==> src/design/lia_rs_pkg.sv <==
package lia_rs_pkg;

  // sample and phase formats
  localparam int SAMPLE_W  = 16;
  localparam int FRAC_W    = 16;
  localparam int PHASE_W   = FRAC_W + 6;
  localparam int STEP_W    = 22;
  localparam int CFG_DATA_W = 22;
  localparam int CFG_IDX_W = 1;

  // interpolation numerator: prev * 2^FRAC_W + diff * phase
  localparam int NUM_W = SAMPLE_W + FRAC_W + 2;

  // phase constants
  localparam logic [PHASE_W:0] PHASE_ONE = (PHASE_W + 1)'(1) << FRAC_W;
  localparam logic [STEP_W-1:0] STEP_MIN = STEP_W'(1) << (FRAC_W - 6);
  localparam logic [STEP_W-1:0] STEP_RESET = STEP_W'(1) << FRAC_W;

  // half of full scale times one, for the rounding correction
  localparam logic signed [NUM_W-1:0] ROUND_HALF =
    NUM_W'(1) << (SAMPLE_W + FRAC_W - 2);

  // register indexes
  localparam logic [CFG_IDX_W-1:0] CFG_BYPASS = CFG_IDX_W'(0);
  localparam logic [CFG_IDX_W-1:0] CFG_STEP   = CFG_IDX_W'(1);

  // controller to datapath commands
  typedef struct packed {
    logic latch;   // take the incoming word
    logic first;   // store the first sample
    logic skip;    // no output, phase drops by one
    logic mul;     // diff times phase, phase advance
    logic sum;     // add prev term
    logic rnd1;    // magnitude and sign
    logic rnd2;    // scale and round
    logic load;    // load the output register
    logic finish;  // wrap phase, move sample to prev
  } cmd_t;

  // datapath to controller status
  typedef struct packed {
    logic bypass;
    logic have_prev;
    logic phase_ge_one;
    logic out_free;
  } sts_t;

endpackage

==> src/design/lia_rs_ctrl.sv <==
module lia_rs_ctrl
  import lia_rs_pkg::*;
(
  input  logic clk_i,
  input  logic rst_ni,
  input  logic in_valid_i,
  output logic in_ready_o,
  input  sts_t sts_i,
  output cmd_t cmd_o
);

  typedef enum logic [2:0] {
    S_IDLE,
    S_MUL,
    S_SUM,
    S_RND1,
    S_RND2,
    S_EMIT
  } state_e;

  state_e state_q, state_d;
  logic   ready_q, ready_d;
  logic   accept;

  assign accept     = in_valid_i && ready_q;
  assign in_ready_o = ready_q;

  // command decode and next state
  always_comb begin
    cmd_o   = '0;
    state_d = state_q;
    ready_d = ready_q;
    case (state_q)
      S_IDLE: begin
        if (accept) begin
          cmd_o.latch = 1'b1;
          if (sts_i.bypass) begin
            state_d = S_EMIT;
            ready_d = 1'b0;
          end else if (!sts_i.have_prev) begin
            cmd_o.first = 1'b1;
          end else if (sts_i.phase_ge_one) begin
            cmd_o.skip = 1'b1;
          end else begin
            state_d = S_MUL;
            ready_d = 1'b0;
          end
        end
      end
      S_MUL: begin
        cmd_o.mul = 1'b1;
        state_d   = S_SUM;
      end
      S_SUM: begin
        cmd_o.sum = 1'b1;
        state_d   = S_RND1;
      end
      S_RND1: begin
        cmd_o.rnd1 = 1'b1;
        state_d    = S_RND2;
      end
      S_RND2: begin
        cmd_o.rnd2 = 1'b1;
        state_d    = S_EMIT;
      end
      S_EMIT: begin
        if (sts_i.out_free) begin
          cmd_o.load = 1'b1;
          if (sts_i.bypass) begin
            state_d = S_IDLE;
            ready_d = 1'b1;
          end else if (sts_i.phase_ge_one) begin
            cmd_o.finish = 1'b1;
            state_d      = S_IDLE;
            ready_d      = 1'b1;
          end else begin
            state_d = S_MUL;
          end
        end
      end
      default: begin
        state_d = S_IDLE;
        ready_d = 1'b1;
      end
    endcase
  end

  // state and registered ready
  always_ff @(posedge clk_i or negedge rst_ni) begin
    if (!rst_ni) begin
      state_q <= S_IDLE;
      ready_q <= 1'b1;
    end else begin
      state_q <= state_d;
      ready_q <= ready_d;
    end
  end

endmodule

==> src/design/lia_rs_dp.sv <==
module lia_rs_dp
  import lia_rs_pkg::*;
(
  input  logic                        clk_i,
  input  logic                        rst_ni,
  input  logic                        cfg_we_i,
  input  logic [CFG_IDX_W-1:0]        cfg_idx_i,
  input  logic [CFG_DATA_W-1:0]       cfg_data_i,
  input  logic signed [SAMPLE_W-1:0]  sample_in_i,
  output logic                        out_valid_o,
  input  logic                        out_ready_i,
  output logic signed [SAMPLE_W-1:0]  sample_out_o,
  output logic                        last_of_run_o,
  input  cmd_t                        cmd_i,
  output sts_t                        sts_o
);

  // configuration
  logic              bypass_q;
  logic [STEP_W-1:0] step_q;

  // resampler state
  logic signed [SAMPLE_W-1:0] prev_q;
  logic                       have_prev_q;
  logic [PHASE_W:0]           phase_q, phase_d;

  // working registers
  logic signed [SAMPLE_W-1:0] x_q;
  logic signed [SAMPLE_W:0]   diff_q;
  logic signed [NUM_W-1:0]    prod_q, num_q, mag_q;
  logic                       neg_q;
  logic [SAMPLE_W-1:0]        m2_q;

  // output register
  logic                       out_valid_q;
  logic signed [SAMPLE_W-1:0] out_q;
  logic                       last_q;

  logic [STEP_W-1:0]          step_eff;
  logic [PHASE_W:0]           phase_wrap;
  logic signed [NUM_W-1:0]    prod_d, num_d, err, err_fl, scaled;
  logic signed [SAMPLE_W-1:0] res;
  logic                       ge_one;

  // small step clamped so at most 64 words per sample
  assign step_eff   = (step_q < STEP_MIN) ? STEP_MIN : step_q;
  assign ge_one     = |phase_q[PHASE_W:FRAC_W];
  assign phase_wrap = {1'b0, phase_q[PHASE_W-1:0] - PHASE_ONE[PHASE_W-1:0]};

  // diff times phase fraction
  assign prod_d = NUM_W'(diff_q) * NUM_W'($signed({1'b0, phase_q[FRAC_W-1:0]}));
  assign num_d  = $signed({{2{prev_q[SAMPLE_W-1]}}, prev_q, {FRAC_W{1'b0}}}) + prod_q;

  // scale by (FS-1)/FS with rounding half away from zero
  assign err    = ROUND_HALF - mag_q;
  assign err_fl = err >>> (SAMPLE_W - 1);
  assign scaled = mag_q + err_fl;
  assign res    = neg_q ? -$signed(m2_q) : $signed(m2_q);

  // configuration registers
  always_ff @(posedge clk_i or negedge rst_ni) begin
    if (!rst_ni) begin
      bypass_q <= 1'b1;
      step_q   <= STEP_RESET;
    end else if (cfg_we_i) begin
      case (cfg_idx_i)
        CFG_BYPASS: bypass_q <= cfg_data_i[0];
        CFG_STEP:   step_q   <= cfg_data_i[STEP_W-1:0];
        default:    ;
      endcase
    end
  end

  // phase next value
  always_comb begin
    phase_d = phase_q;
    if (cmd_i.skip || cmd_i.finish) begin
      phase_d = phase_wrap;
    end else if (cmd_i.mul) begin
      phase_d = phase_q + {1'b0, step_eff};
    end
  end

  // resampler state
  always_ff @(posedge clk_i or negedge rst_ni) begin
    if (!rst_ni) begin
      prev_q      <= '0;
      have_prev_q <= 1'b0;
      phase_q     <= '0;
    end else begin
      phase_q <= phase_d;
      if (cmd_i.first) begin
        prev_q      <= sample_in_i;
        have_prev_q <= 1'b1;
      end else if (cmd_i.skip) begin
        prev_q <= sample_in_i;
      end else if (cmd_i.finish) begin
        prev_q <= x_q;
      end
    end
  end

  // arithmetic pipeline registers
  always_ff @(posedge clk_i) begin
    if (cmd_i.latch) begin
      x_q    <= sample_in_i;
      diff_q <= $signed({sample_in_i[SAMPLE_W-1], sample_in_i})
              - $signed({prev_q[SAMPLE_W-1], prev_q});
    end
    if (cmd_i.mul) begin
      prod_q <= prod_d;
    end
    if (cmd_i.sum) begin
      num_q <= num_d;
    end
    if (cmd_i.rnd1) begin
      neg_q <= num_q[NUM_W-1];
      mag_q <= num_q[NUM_W-1] ? -num_q : num_q;
    end
    if (cmd_i.rnd2) begin
      m2_q <= scaled[FRAC_W +: SAMPLE_W];
    end
  end

  // output word register
  always_ff @(posedge clk_i or negedge rst_ni) begin
    if (!rst_ni) begin
      out_valid_q <= 1'b0;
    end else if (cmd_i.load) begin
      out_valid_q <= 1'b1;
    end else if (out_ready_i) begin
      out_valid_q <= 1'b0;
    end
  end

  always_ff @(posedge clk_i) begin
    if (cmd_i.load) begin
      out_q  <= bypass_q ? x_q : res;
      last_q <= bypass_q | ge_one;
    end
  end

  assign out_valid_o   = out_valid_q;
  assign sample_out_o  = out_q;
  assign last_of_run_o = last_q;

  // status
  assign sts_o.bypass       = bypass_q;
  assign sts_o.have_prev    = have_prev_q;
  assign sts_o.phase_ge_one = ge_one;
  assign sts_o.out_free     = !out_valid_q || out_ready_i;

endmodule

==> src/design/linear_interp_audio_resampler.sv <==
// Linear interpolation audio resampler
// Input channel: in_valid_i / in_ready_o with sample_in_i, one signed word
// per handshake at the input rate. Output channel: out_valid_o / out_ready_i
// with sample_out_o and last_of_run_o; last_of_run_o marks the final word
// caused by one input word.
// Configuration: cfg_we_i writes cfg_data_i into register cfg_idx_i
// (0 bypass, 1 step ratio in Q6.16); the user writes it only while the block
// is idle, which the block itself does not enforce. In bypass each input
// word gives one output word, latched and then loaded into the output
// register. Otherwise the first input word is only stored, and each later
// one gives zero to 64 words; every interpolated word passes through a
// multiply, add, magnitude and rounding step before the output register.
// A word that gives no output is done at acceptance; ready stays high.
// The next input word is taken once the last output word of the current
// one sits in the output register, even while that word waits.
// When the receiver stalls, the output register holds and the controller
// waits before loading the next word.
// Reset clears the previous sample, its flag and the phase, sets bypass
// and a step ratio of one, and empties the output register.
module linear_interp_audio_resampler
  import lia_rs_pkg::*;
(
  input  logic                       clk_i,
  input  logic                       rst_ni,
  input  logic                       cfg_we_i,
  input  logic [CFG_IDX_W-1:0]       cfg_idx_i,
  input  logic [CFG_DATA_W-1:0]      cfg_data_i,
  input  logic                       in_valid_i,
  output logic                       in_ready_o,
  input  logic signed [SAMPLE_W-1:0] sample_in_i,
  output logic                       out_valid_o,
  input  logic                       out_ready_i,
  output logic signed [SAMPLE_W-1:0] sample_out_o,
  output logic                       last_of_run_o
);

  cmd_t cmd;
  sts_t sts;

  // sequencer
  lia_rs_ctrl u_ctrl (
    .clk_i      (clk_i),
    .rst_ni     (rst_ni),
    .in_valid_i (in_valid_i),
    .in_ready_o (in_ready_o),
    .sts_i      (sts),
    .cmd_o      (cmd)
  );

  // arithmetic and state
  lia_rs_dp u_dp (
    .clk_i         (clk_i),
    .rst_ni        (rst_ni),
    .cfg_we_i      (cfg_we_i),
    .cfg_idx_i     (cfg_idx_i),
    .cfg_data_i    (cfg_data_i),
    .sample_in_i   (sample_in_i),
    .out_valid_o   (out_valid_o),
    .out_ready_i   (out_ready_i),
    .sample_out_o  (sample_out_o),
    .last_of_run_o (last_of_run_o),
    .cmd_i         (cmd),
    .sts_o         (sts)
  );

endmodule
==> config.mk <==
export PLATFORM = sky130hd
export DESIGN_NAME = linear_interp_audio_resampler
export DESIGN_NICKNAME = d
export VERILOG_FILES = /design/src/design/lia_rs_pkg.sv /design/src/design/lia_rs_ctrl.sv /design/src/design/lia_rs_dp.sv /design/src/design/linear_interp_audio_resampler.sv
export SDC_FILE = /design/constraint.sdc
export NUM_CORES = 1
export LEC_CHECK = 0
export ABC_AREA = 1
export BUFFER_PORTS_ARGS = -buffer_cell sky130_fd_sc_hd__buf_4
export CAP_MARGIN = 10
export CELL_PAD_IN_SITES_DETAIL_PLACEMENT = 0
export CELL_PAD_IN_SITES_GLOBAL_PLACEMENT = 2
export CORE_ASPECT_RATIO = 0.8
export CORE_MARGIN = 5
export CORE_UTILIZATION = 40
export DETAILED_ROUTE_END_ITERATION = 8
export PLACE_DENSITY = 0.94
export SLEW_MARGIN = 20
export SYNTH_ARGS = -nofsm -noshare
export SYNTH_HDL_FRONTEND = slang
export SYNTH_HIERARCHICAL = 1
export SYNTH_SLANG_ARGS = --single-unit
==> constraint.sdc <==
create_clock -name clk_i -period 6.7 [get_ports clk_i]
set_input_delay 1.005 -clock clk_i [delete_from_list [all_inputs] [get_ports clk_i]]
set_output_delay 1.005 -clock clk_i [all_outputs]
set_load 0.005 [all_outputs]
Yosys cells after proc, flatten, opt, wreduce, memory -nomap -nowiden:

Cells that the tools add are included.

* bits in registers: 237
* bits of input ports: 44
* output and inout port bits: 19
* word-level logic and storage cells: 95

* $lt $le $gt $ge: 1
* multiply operators: 1
* $add $sub $neg: 8
* reductions and logical operators: 14
* bitwise gates (word level): 3
* mux-type cells: 40
* equal/unequal tests: 10

Operators with widths (count)
* 16-bit 2-to-1 mux: 5
* 23-bit 2-to-1 mux: 2
* 32-bit by 34-bit adder with 34-bit output: 1
* 17-bit by 17-bit multiplier with 34-bit output: 1
* 34-bit negation: 1
* 32-bit by 34-bit subtractor with 34-bit output, first input constant: 1
* 33-bit 2-to-1 mux: 1
* 32-bit by 19-bit adder with 32-bit output: 1
* 3-bit 2-to-1 mux: 8
* 23-bit by 22-bit adder with 23-bit output: 1
* 22-bit by 11-bit < comparator with 1-bit output, second input constant: 1
* 22-bit 2-to-1 mux: 1
* 22-bit by 17-bit subtractor with 22-bit output, second input constant: 1
* 1-bit 2-to-1 mux: 18
* 3-bit one-hot mux with 6 select lines: 1
* 16-bit by 16-bit subtractor with 17-bit output: 1
* 16-bit negation: 1
* 7-bit OR reduction: 1
* 3-bit by 2-bit == test with 1-bit output, second input constant: 2
* 3-bit == test, second input constant: 2
* 2-bit 2-to-1 mux: 3
* 3-bit by 1-bit != test with 1-bit output, second input constant: 2
* 6-bit AND reduction: 1
* 2-bit AND reduction: 2
* 15 further kinds: 18

Longest topological paths before layout:

Gate-level depths: netlist of the first run.

* depth in word-level cells: 8
* depth in mapped cells: 27
* gate-level depth less buffers: 25

Modules after synthesis:

The synthesis of the first run kept the hierarchy.

Modules (own cells, without submodules)
* lia_rs_dp: seq. area each 6678.9 µm², area an instance 25989.9 µm², cells each 3254, times used 1
* lia_rs_ctrl: seq. area each 101.3 µm², area an instance 337.8 µm², cells each 52, times used 1

Least setup slack after synthesis of the first run:

Ideal clock, no wire load.

* path kind: register -> register
* start: register u_dp.phase_q[3]
* end: register u_dp.prod_q[29] (data pin)
* setup time: 0.253 ns
* stages on the path, launching flop included: 22
* arrival time: 5.561 ns
* data required time: 6.447 ns
* setup slack: 0.886 ns
* path through: dfrtp_1 > clkbuf_1 > buf_1 > nand2_1 > fa_1 > fa_1 > inv_1 > fa_1 > fa_1 > fa_1 > inv_1 > fa_1 > inv_1 > ha_1 > nand2_1 > nor2_1 > inv_1 > nor3_1 > and3_1 > nand2_1 > nand4_1 > nand2_1

* word-level cells in the longest chain between the ends: 1

RTL lines
* from (decl): RTL line lia_rs_dp.sv:25 `logic [PHASE_W:0] phase_q, phase_d;`
* from (signal assigned): RTL line lia_rs_dp.sv:91 `phase_q <= phase_d;`
* 17-bit by 17-bit multiplier with 34-bit output: RTL line lia_rs_dp.sv:51 `assign prod_d = NUM_W'(diff_q) * NUM_W'($signed({1'b0, phase_q[FRAC_W-1:0]}));`
* named net u_dp.prod_d[29]: RTL line lia_rs_dp.sv:41 `logic signed [NUM_W-1:0] prod_d, num_d, err, err_fl, scaled;`
* to (signal assigned): RTL line lia_rs_dp.sv:111 `prod_q <= prod_d;`
* to (decl): RTL line lia_rs_dp.sv:30 `logic signed [NUM_W-1:0] prod_q, num_q, mag_q;`

The timed path passes the listed nets, and every way through them passes these cells.
A chain may end at the register's enable or synchronous reset.

Worst setup path after layout of the first run:

* start: register u_dp.phase_q[7]
* end: register u_dp.prod_q[28] (data pin)

Same word-level chain as after synthesis.

==> reports/qor.yml, run 1 <==
setup_path:
  rr_worst_depth: 18
  cp_slowest_cell: "dfrtp_1"
  crit_end: "u_dp/prod_q[28]$_DFFE_PP_"
  critPathCaptureType: "flip-flop"
  cp_common_cell: "fa_1"
  startpoint: "u_dp/phase_q[7]$_DFFE_PN0P_"
  r2r_end: "u_dp/prod_q[28]$_DFFE_PP_"
  critPathLaunchType: "flip-flop"
  crit_chain: "nand2_1, fa_1, fa_1, inv_1, fa_1, fa_1, fa_1, inv_1, fa_1, inv_1, ha_1, nand2_1, nor2_1, inv_1, nor2_1, nand4_1, nand4_1, nand2_1"
  required_ns: 7.04
  critical-path-top-delay-family: "adder cells"
  crit_arrival_ns: 6.65
  critPathBufInv: 4
  path_class: "flip-flop to flip-flop"
  path_depth: 18
  crit_fanout: 19
  crit-reg2reg-launch: "u_dp/phase_q[7]$_DFFE_PN0P_"
  max_stage_delay_ns: 0.94
  r2r_setup_slack_ns: 0.40
flow_run:
  max_cap_violations: 0
synthesis:
  synth-seq-area-share_pct: 25.75
  syn_inst: 3306
  synth_area_per_cell_um2: 7.964
  yosysTopAreaCell: "fa_1"
  synth_nets: 3807
  yosys_warnings: 6
  synth_top_area_share_pct: 21.44
  yosys-top-cells-area: "fa_1 (21%), edfxtp_1 (19%), inv_1 (11%)"
  synth_ff_type: "edfxtp_1"
  syn_area_mm2: 0.02633
  ys_types: 53
  synthArstFlopShare_pct: 28.69
  synth_seq_cells: 237
  synth_edf_count: 169
sta:
  min_period_ns: 6.302
  setup_viol_count_final: 0
  rsz0062_at_grt: "no"
  fin_worst_skew_ns: 0.02398
  hold_viol: 0
  max_slew.worst_pin.slew_ns: 0.9141
  fin_tns_setup_ns: 0
  holdWs_ns: 0.3617
  timing.final.ws_setup_ns: 0.3983
  fmax_mhz: 158.7
  slew_violations: 0
  relSlewSlack_pct: 39.06
  fin_crit_sh_pct: 94.06
global_routing:
  grt_max_degree: 39
  overflow: 0
  grt_pass1_wl_um: 114500
  grt_pass1_vias: 20590
  antenna_found_initial: 0
  grt_usage_pct: 20.12
finish:
  synthToLayoutAreaGrowth_pct: 9.153
  final_nets: 3834
  drive_gt1_share_pct: 6.883
  antenna_cells: 0
  layout_commonest_cell: "inv_1"
  final_cell_mix: "inv_1 (760), nand2_1 (758), fa_1 (282)"
status:
  outcome: "finished clean"
route:
  wl_per_cell_um: 16.75
  wirelength_um: 70600
  ant_nets: 0
  wl_met2_um: 29630
  top_layer: "met4"
  drt_iter0_drc: 1650
  post-route-drc-count: 0
  wl_met3_um: 4370
  firstDrtPassIters: 5
  via_count: 20640
  viasPerCell: 4.897
  met1Wirelength_um: 35320
hold_path:
  hp-class: "input pin to asynchronous set/reset pin"
clocking:
  root_buffer: "clkbuf_16"
  insertion_delay_ns: 0.59
  cts.path.max_buffers: 3
  cts_setup_buffers: 0
  cts.reportedPaths.clkPinSlew_ns: 0.07
  numCtsBuffers: 29
  hold_buffers: 0
  cts.sinks: 237
  cts_max_level: 1
  cts_resized: 0
  cts_tree: "built"
place:
  io_buffers: 62
  dp_hpwl_um: 58460
  gp_congestion: 0.8974
  pre_cts_ws_ns: 0.4719
floorplan:
  die_w_um: 296.8
  die_h_um: 239.5
  initial_utilization_pct: 40.21
  io_pins: 63
  fp.dieArea_mm2: 0.07108
  rows: 84
  core_area_mm2: 0.06548
worst min path at each step:
| stage | end | cells past startpoint |
|---|---|---|
| after floorplan | u_dp/num_q[0]$_DFFE_PP_ | 0 |
| after global placement | u_dp/num_q[4]$_DFFE_PP_ | 0 |
| after detailed placement | u_dp/num_q[1]$_DFFE_PP_ | 0 |
| after CTS | u_dp/phase_q[13]$_DFFE_PN0P_ | 1 |
| after global routing | u_dp/phase_q[13]$_DFFE_PN0P_ | 1 |
| final | u_dp/phase_q[13]$_DFFE_PN0P_ | 1 |
layer usage:
| metal | vias up | global-route usage [%] |
|---|---|---|
| met5 | - | 0 |
| met4 | 0 | 3.539 |
| met3 | 67 | 2.728 |
| met2 | 533 | 30.85 |
| met1 | 9787 | 30.90 |
| li1 | 10260 | - |
registers in the layout, summed over array words and instances (netlist names):
register / count
u_dp/bypass_q: 1
u_dp/m2_q: 16
u_dp/neg_q: 1
u_dp/num_q: 34
u_dp/mag_q: 34
u_ctrl/in_ready_o: 1
u_dp/prev_q: 16
u_dp/phase_q: 23
u_dp/sample_out_o: 16
u_dp/diff_q: 17
u_dp/out_valid_o: 1
u_dp/have_prev_q: 1
u_dp/prod_q: 34
u_dp/step_q: 22
u_dp/x_q: 16
u_ctrl/state_q: 3
u_dp/last_of_run_o: 1
cells in the mapped netlist, types with 20 or more instances:
cell      number
a21o_1        20
a21oi_1      163
clkbuf_1      86
dfrtp_1       65
edfxtp_1     169
fa_1         282
ha_1         175
inv_1        760
nand2_1      759
nand3_1      128
nand4_1       37
nor2_1       247
nor3_1        24
o21ai_0       86
xnor2_1       34
xor2_1        74
layout make-up:
cell class / count / area (µm²)
Clock buffer: 34 / 764.5
Clock inverter: 20 / 217.7
Fill cell: 6656 / 36740
Inverter: 771 / 2894
Multi-Input combinational cell: 2196 / 16270
Sequential cell: 237 / 6780
Tap cell: 860 / 1076
Timing Repair Buffer: 98 / 735.7
stage by stage:
step           util, %  cells  cell area [µm²]
6_report         43.89   4216            28740
5_1_grt          43.89   4216            28740
4_1_cts          43.88   4216            28730
3_5_place_dp     42.38   4162            27750
3_3_place_gp     42.38   4162            27750
2_1_floorplan        -   3306            26330
cells by family after synthesis:
kind of cell	count (synthesis)	synth area share (%)
buffers and inverters	873	12.54
adders and majority gates	457	29.76
xor gates and xnor gates	108	3.593
muxes	12	0.5133
DFF	237	25.75
and+or+nand+nor	1259	20.03
AOI/OAI and AO/OA	360	7.818
Power of run 1 is left out: the tool's default activity adds up to more than one toggle a clock period on the data nets, which glitch-free logic cannot reach.
==> run 2, diff against run 1 <==
--- a/config.mk
+++ b/config.mk
@@ -6,7 +6,6 @@
 export NUM_CORES = 1
 export LEC_CHECK = 0
 export ABC_AREA = 1
-export BUFFER_PORTS_ARGS = -buffer_cell sky130_fd_sc_hd__buf_4
 export CAP_MARGIN = 10
 export CELL_PAD_IN_SITES_DETAIL_PLACEMENT = 0
 export CELL_PAD_IN_SITES_GLOBAL_PLACEMENT = 2
@@ -14,7 +13,8 @@
 export CORE_MARGIN = 5
 export CORE_UTILIZATION = 40
 export DETAILED_ROUTE_END_ITERATION = 8
-export PLACE_DENSITY = 0.94
+export DONT_BUFFER_PORTS = 1
+export PLACE_DENSITY_LB_ADDON = 0.05
 export SLEW_MARGIN = 20
 export SYNTH_ARGS = -nofsm -noshare
 export SYNTH_HDL_FRONTEND = slang
==> reports/qor.yml, run 2 (synthesis gave the netlist of run 1 again) <==
setup_path:
  r2r_setup_slack_ns: 0.45  # +0.05 ns
  crit_fanout: 15  # -4
  cp_slowest_cell: "fa_1"
  cp_common_cell: "fa_1"
  max_stage_delay_ns: 0.75  # -0.19 ns
  path_class: "flip-flop to flip-flop"
  critPathLaunchType: "flip-flop"
  crit_arrival_ns: 6.57  # -0.08 ns
  required_ns: 7.01  # -0.03 ns
  crit_chain: "buf_4, nand2_1, fa_1, fa_1, inv_1, fa_1, fa_1, fa_1, inv_1, fa_1, inv_1, ha_1, nand2_1, nor2_1, inv_1, nor2_1, nand4_1, nand4_1, nand2_1"
  critPathCaptureType: "flip-flop"
route:
  drt_iter0_drc: 1333  # -19%
  wl_per_cell_um: 18.95  # +13%
  post-route-drc-count: 0  # unchanged
  wirelength_um: 78740  # +12%
  via_count: 20830  # +0.88%
  viasPerCell: 5.011  # +2.3%
  firstDrtPassIters: 5  # unchanged
  ant_nets: 0  # unchanged
sta:
  hold_viol: 0  # unchanged
  fmax_mhz: 159.9  # +0.75%
  min_period_ns: 6.255  # -0.04681 ns
  fin_tns_setup_ns: 0  # unchanged
  rsz0062_at_grt: "no"
  slew_violations: 0  # unchanged
  relSlewSlack_pct: 28.74  # -10 points
  fin_worst_skew_ns: 0.02779  # +0.003807 ns
  max_slew.worst_pin.slew_ns: 1.069  # +0.1548 ns
  fin_crit_sh_pct: 93.36  # -0.70 points
  setup_viol_count_final: 0  # unchanged
hold_path:
  hp-class: "input pin to asynchronous set/reset pin"
clocking:
  numCtsBuffers: 30  # +3.4%
  root_buffer: "clkbuf_16"
  cts.reportedPaths.clkPinSlew_ns: 0.06  # about the same
  cts_max_level: 1  # unchanged
  cts.sinks: 237  # unchanged
  hold_buffers: 0  # unchanged
  cts_tree: "built"
  cts_resized: 0  # unchanged
  cts_setup_buffers: 0  # unchanged
  cts.path.max_buffers: 3  # unchanged
  insertion_delay_ns: 0.59  # about the same
global_routing:
  grt_usage_pct: 22.41  # +2.3 points
  grt_max_degree: 69  # +77%
  antenna_found_initial: 1  # +1
  grt_pass1_wl_um: 124900  # +9.1%
  overflow: 0  # unchanged
  grt_pass1_vias: 20920  # +1.6%
finish:
  layout_commonest_cell: "inv_1"
  drive_gt1_share_pct: 5.129  # -1.8 points
  final_cell_mix: "inv_1 (760), nand2_1 (758), fa_1 (282)"
  final_nets: 3772  # -1.6%
  top_regs: "u_dp/mag_q x34, u_dp/num_q x34, u_dp/prod_q x34"
  synthToLayoutAreaGrowth_pct: 7.956
floorplan:
  initial_utilization_pct: 40.21  # unchanged
  core_area_mm2: 0.06548  # unchanged
  die_w_um: 296.8  # unchanged
  die_h_um: 239.5  # unchanged
  rows: 84  # unchanged
  fp.dieArea_mm2: 0.07108  # unchanged
  io_pins: 63  # unchanged
flow_run:
  max_cap_violations: 0  # unchanged
place:
  io_buffers: 0  # -100%
  gp_congestion: 0.9028  # +0.60%
  dp_hpwl_um: 66560  # +14%
status:
  outcome: "finished clean"
## run 2: cell count changes in the layout (fill, tap and decap cells not counted), sizes merged
cell    previous run  this run
buf               98        35
clkinv            12         9
clkbuf            34        35
diode              0         1
bufinv             3         7
## run 2: cell type report
type | count | area, µm²
Timing Repair Buffer | 35 | 295.3
Inverter | 771 | 2894
Antenna cell | 1 | 2.502
Sequential cell | 237 | 6780
Multi-Input combinational cell | 2196 | 16270
Fill cell | 6706 | 37060
Clock buffer | 35 | 790.8
Tap cell | 860 | 1076
Clock inverter | 21 | 309.0
## run 2: worst max-delay path, delay by kind of cell, from the launching register on
| family | cells | cell delay (ns) |
|---|---|---|
| and+or+nand+nor | 7 | 1.22 |
| DFF | 1 | 0.42 |
| adders and majority gates | 7 | 3.62 |
| buffers and inverters | 5 | 0.74 |
## run 2: stage by stage
step | std cells | worst slack (ns) | util [%] | hold WS (ns) | area [µm²]
after global routing | 4155 | 0.08200 | 43.40 | 0.07386 | 28420
after CTS | 4155 | 0.4994 | 43.40 | 0.07236 | 28420
after detailed placement | 4099 | 0.5160 | 41.72 | 0.4119 | 27320
final | 4156 | 0.4451 | 43.41 | 0.1083 | 28420
after floorplan | 3306 | 0.8864 | - | 0.4003 | 26330
after global placement | 4098 | 0.4905 | 41.68 | 0.4105 | 27290
## run 2: routing by layer
layer / up-vias / share of wire (%) / track usage, %
met5: - / 0 / 0
met4: 0 / 1.3 / 3.097
met3: 58 / 6.8 / 4.857
met2: 474 / 40 / 32.26
met1: 10190 / 51 / 35.29
li1: 10100 / - / -
## run 2: final timing paths
kind | cells after the start | start | endpoint
min reg2reg | 0 | u_dp/prod_q[5]$_DFFE_PP_ | u_dp/num_q[5]$_DFFE_PP_
max in group asynchronous | 0 | rst_ni | u_ctrl/in_ready_o$_DFFE_PN1P_
min | 0 | rst_ni | u_dp/step_q[9]$_DFFE_PN0P_
max reg2reg | 19 | u_dp/diff_q[16]$_DFFE_PP_ | u_dp/prod_q[28]$_DFFE_PP_
min in group clk_i | 0 | u_dp/prod_q[5]$_DFFE_PP_ | u_dp/num_q[5]$_DFFE_PP_
max | 19 | u_dp/diff_q[16]$_DFFE_PP_ | u_dp/prod_q[28]$_DFFE_PP_
Power of run 2 is left out for the same reason.
==> run 3, diff against run 2 <==
--- a/config.mk
+++ b/config.mk
@@ -12,6 +12,7 @@
 export CORE_ASPECT_RATIO = 0.8
 export CORE_MARGIN = 5
 export CORE_UTILIZATION = 40
+export CTS_CLUSTER_DIAMETER = 80
 export DETAILED_ROUTE_END_ITERATION = 8
 export DONT_BUFFER_PORTS = 1
 export PLACE_DENSITY_LB_ADDON = 0.05
==> constraint.sdc (replaced) <==
create_clock -name clk_i -period 6.7 [get_ports clk_i]
set_input_delay 1.34 -clock clk_i [delete_from_list [all_inputs] [get_ports clk_i]]
set_output_delay 1.34 -clock clk_i [all_outputs]
set_load 0.005 [all_outputs]
==> reports/qor.yml, run 3 (synthesis gave the netlist of run 1 again) <==
setup_path:
  crit-reg2reg-launch: "u_dp/diff_q[16]$_DFFE_PP_"
  crit_fanout: 15  # unchanged
  critPathCaptureType: "flip-flop"
  r2r_setup_slack_ns: 0.45  # about the same
  crit_arrival_ns: 6.51  # -0.06 ns
  required_ns: 6.96  # -0.05 ns
  critPathLaunchType: "flip-flop"
  path_class: "flip-flop to flip-flop"
  startpoint: "u_dp/diff_q[16]$_DFFE_PP_"
place:
  dp_hpwl_um: 66560  # unchanged
  gp_congestion: 0.9028  # unchanged
  io_buffers: 0  # unchanged
finish:
  drive_gt1_share_pct: 5.274  # +0.15 points
  synthToLayoutAreaGrowth_pct: 8.326
  top_regs: "u_dp/mag_q x34, u_dp/num_q x34, u_dp/prod_q x34"
  fillers: 6699  # -0.10%
  layout_commonest_cell: "inv_1"
  final_nets: 3776  # +0.11%
  antenna_cells: 0  # -1
  final_cell_mix: "inv_1 (760), nand2_1 (758), fa_1 (282)"
sta:
  slew_violations: 0  # unchanged
  relSlewSlack_pct: 29.34  # +0.61 points
  min_period_ns: 6.250  # -0.004432 ns
  fmax_mhz: 160.0  # about the same
  fin_tns_setup_ns: 0  # unchanged
  fin_worst_skew_ns: 0.03210  # +0.004310 ns
  fin_crit_sh_pct: 93.29  # about the same
  hold_viol: 0  # unchanged
  max_slew.worst_pin.slew_ns: 1.060  # -0.009082 ns
  setup_viol_count_final: 0  # unchanged
  rsz0062_at_grt: "no"
floorplan:
  initial_utilization_pct: 40.21  # unchanged
  die_h_um: 239.5  # unchanged
  io_pins: 63  # unchanged
  rows: 84  # unchanged
  core_area_mm2: 0.06548  # unchanged
  die_w_um: 296.8  # unchanged
  fp.dieArea_mm2: 0.07108  # unchanged
global_routing:
  grt_max_degree: 69  # unchanged
  grt_usage_pct: 22.49  # +0.075 points
  grt_pass1_vias: 20990  # +0.32%
  antenna_found_initial: 1  # unchanged
  grt_pass1_wl_um: 125000  # about the same
  overflow: 0  # unchanged
status:
  outcome: "finished clean"
clocking:
  cts_max_level: 2  # +1
  cts.sinks: 237  # unchanged
  cts.reportedPaths.clkPinSlew_ns: 0.06  # about the same
  cts_setup_buffers: 0  # unchanged
  numCtsBuffers: 34  # +13%
  root_buffer: "clkbuf_16"
  cts_tree: "built"
  cts.path.max_buffers: 3  # unchanged
  hold_buffers: 0  # unchanged
  cts_resized: 0  # unchanged
  insertion_delay_ns: 0.55  # -0.04 ns
route:
  firstDrtPassIters: 5  # unchanged
  wl_met3_um: 5394  # +0.65%
  top_layer: "met4"
  wl_per_cell_um: 18.95  # about the same
  viasPerCell: 5.030  # +0.38%
  wirelength_um: 78820  # about the same
  post-route-drc-count: 0  # unchanged
  wl_met2_um: 31860  # about the same
  met1Wirelength_um: 40560  # +0.21%
  ant_nets: 0  # unchanged
  via_count: 20920  # +0.46%
  drt_iter0_drc: 1353  # +1.5%
flow_run:
  max_cap_violations: 0  # unchanged
hold_path:
  min-delay-start: "u_dp/prod_q[8]$_DFFE_PP_"
  hp-class: "flip-flop to flip-flop"
## run 3: cell type report
| cell class | instances | area [µm²] | share of cell area, % |
|---|---|---|---|
| Clock buffer | 39 | 910.9 | 3.194 |
| Multi-Input combinational cell | 2196 | 16270 | 57.06 |
| Sequential cell | 237 | 6780 | 23.77 |
| Tap cell | 860 | 1076 | 3.773 |
| Inverter | 771 | 2894 | 10.15 |
| Timing Repair Buffer | 35 | 295.3 | 1.035 |
| Clock inverter | 21 | 289.0 | 1.013 |
## run 3: metal layers
layer | global-route usage [%] | vias up
met1 | 35.15 | 10260
met5 | 0 | -
li1 | - | 10120
met3 | 5.202 | 56
met2 | 32.21 | 492
met4 | 3.554 | 0
## run 3: metrics by stage
stage	setup WS [ns]	area [µm²]	hold slack [ns]	cells	util [%]
final	0.4495	28520	0.4203	4159	43.56
after global routing	0.08675	28520	0.4250	4159	43.56
after CTS	0.5015	28520	0.4216	4159	43.55
after detailed placement	0.5160	27320	0.4119	4099	41.72
after global placement	0.4905	27290	0.4105	4098	41.68
after floorplan	0.8864	26330	0.4003	3306	-
## run 3: critical path, stage by stage (launching register included)
cell,delay (ns)
edfxtp_1,0.41
buf_4,0.25
nand2_1,0.15
fa_1,0.75
fa_1,0.46
inv_1,0.31
fa_1,0.50
fa_1,0.48
fa_1,0.54
inv_1,0.05
fa_1,0.52
inv_1,0.04
ha_1,0.37
nand2_1,0.16
nor2_1,0.16
inv_1,0.08
nor2_1,0.24
nand4_1,0.27
nand4_1,0.15
nand2_1,0.09
## run 3: worst paths after layout
| path | endpoint | cells past startpoint |
|---|---|---|
| min reg2reg | u_dp/num_q[8]$_DFFE_PP_ | 0 |
| max in group asynchronous | u_ctrl/in_ready_o$_DFFE_PN1P_ | 0 |
| min | u_dp/num_q[8]$_DFFE_PP_ | 0 |
| max reg2reg | u_dp/prod_q[28]$_DFFE_PP_ | 19 |
| max | u_dp/prod_q[28]$_DFFE_PP_ | 19 |
| min in group asynchronous | u_dp/step_q[13]$_DFFE_PN0P_ | 0 |
Power of run 3 is left out for the same reason.
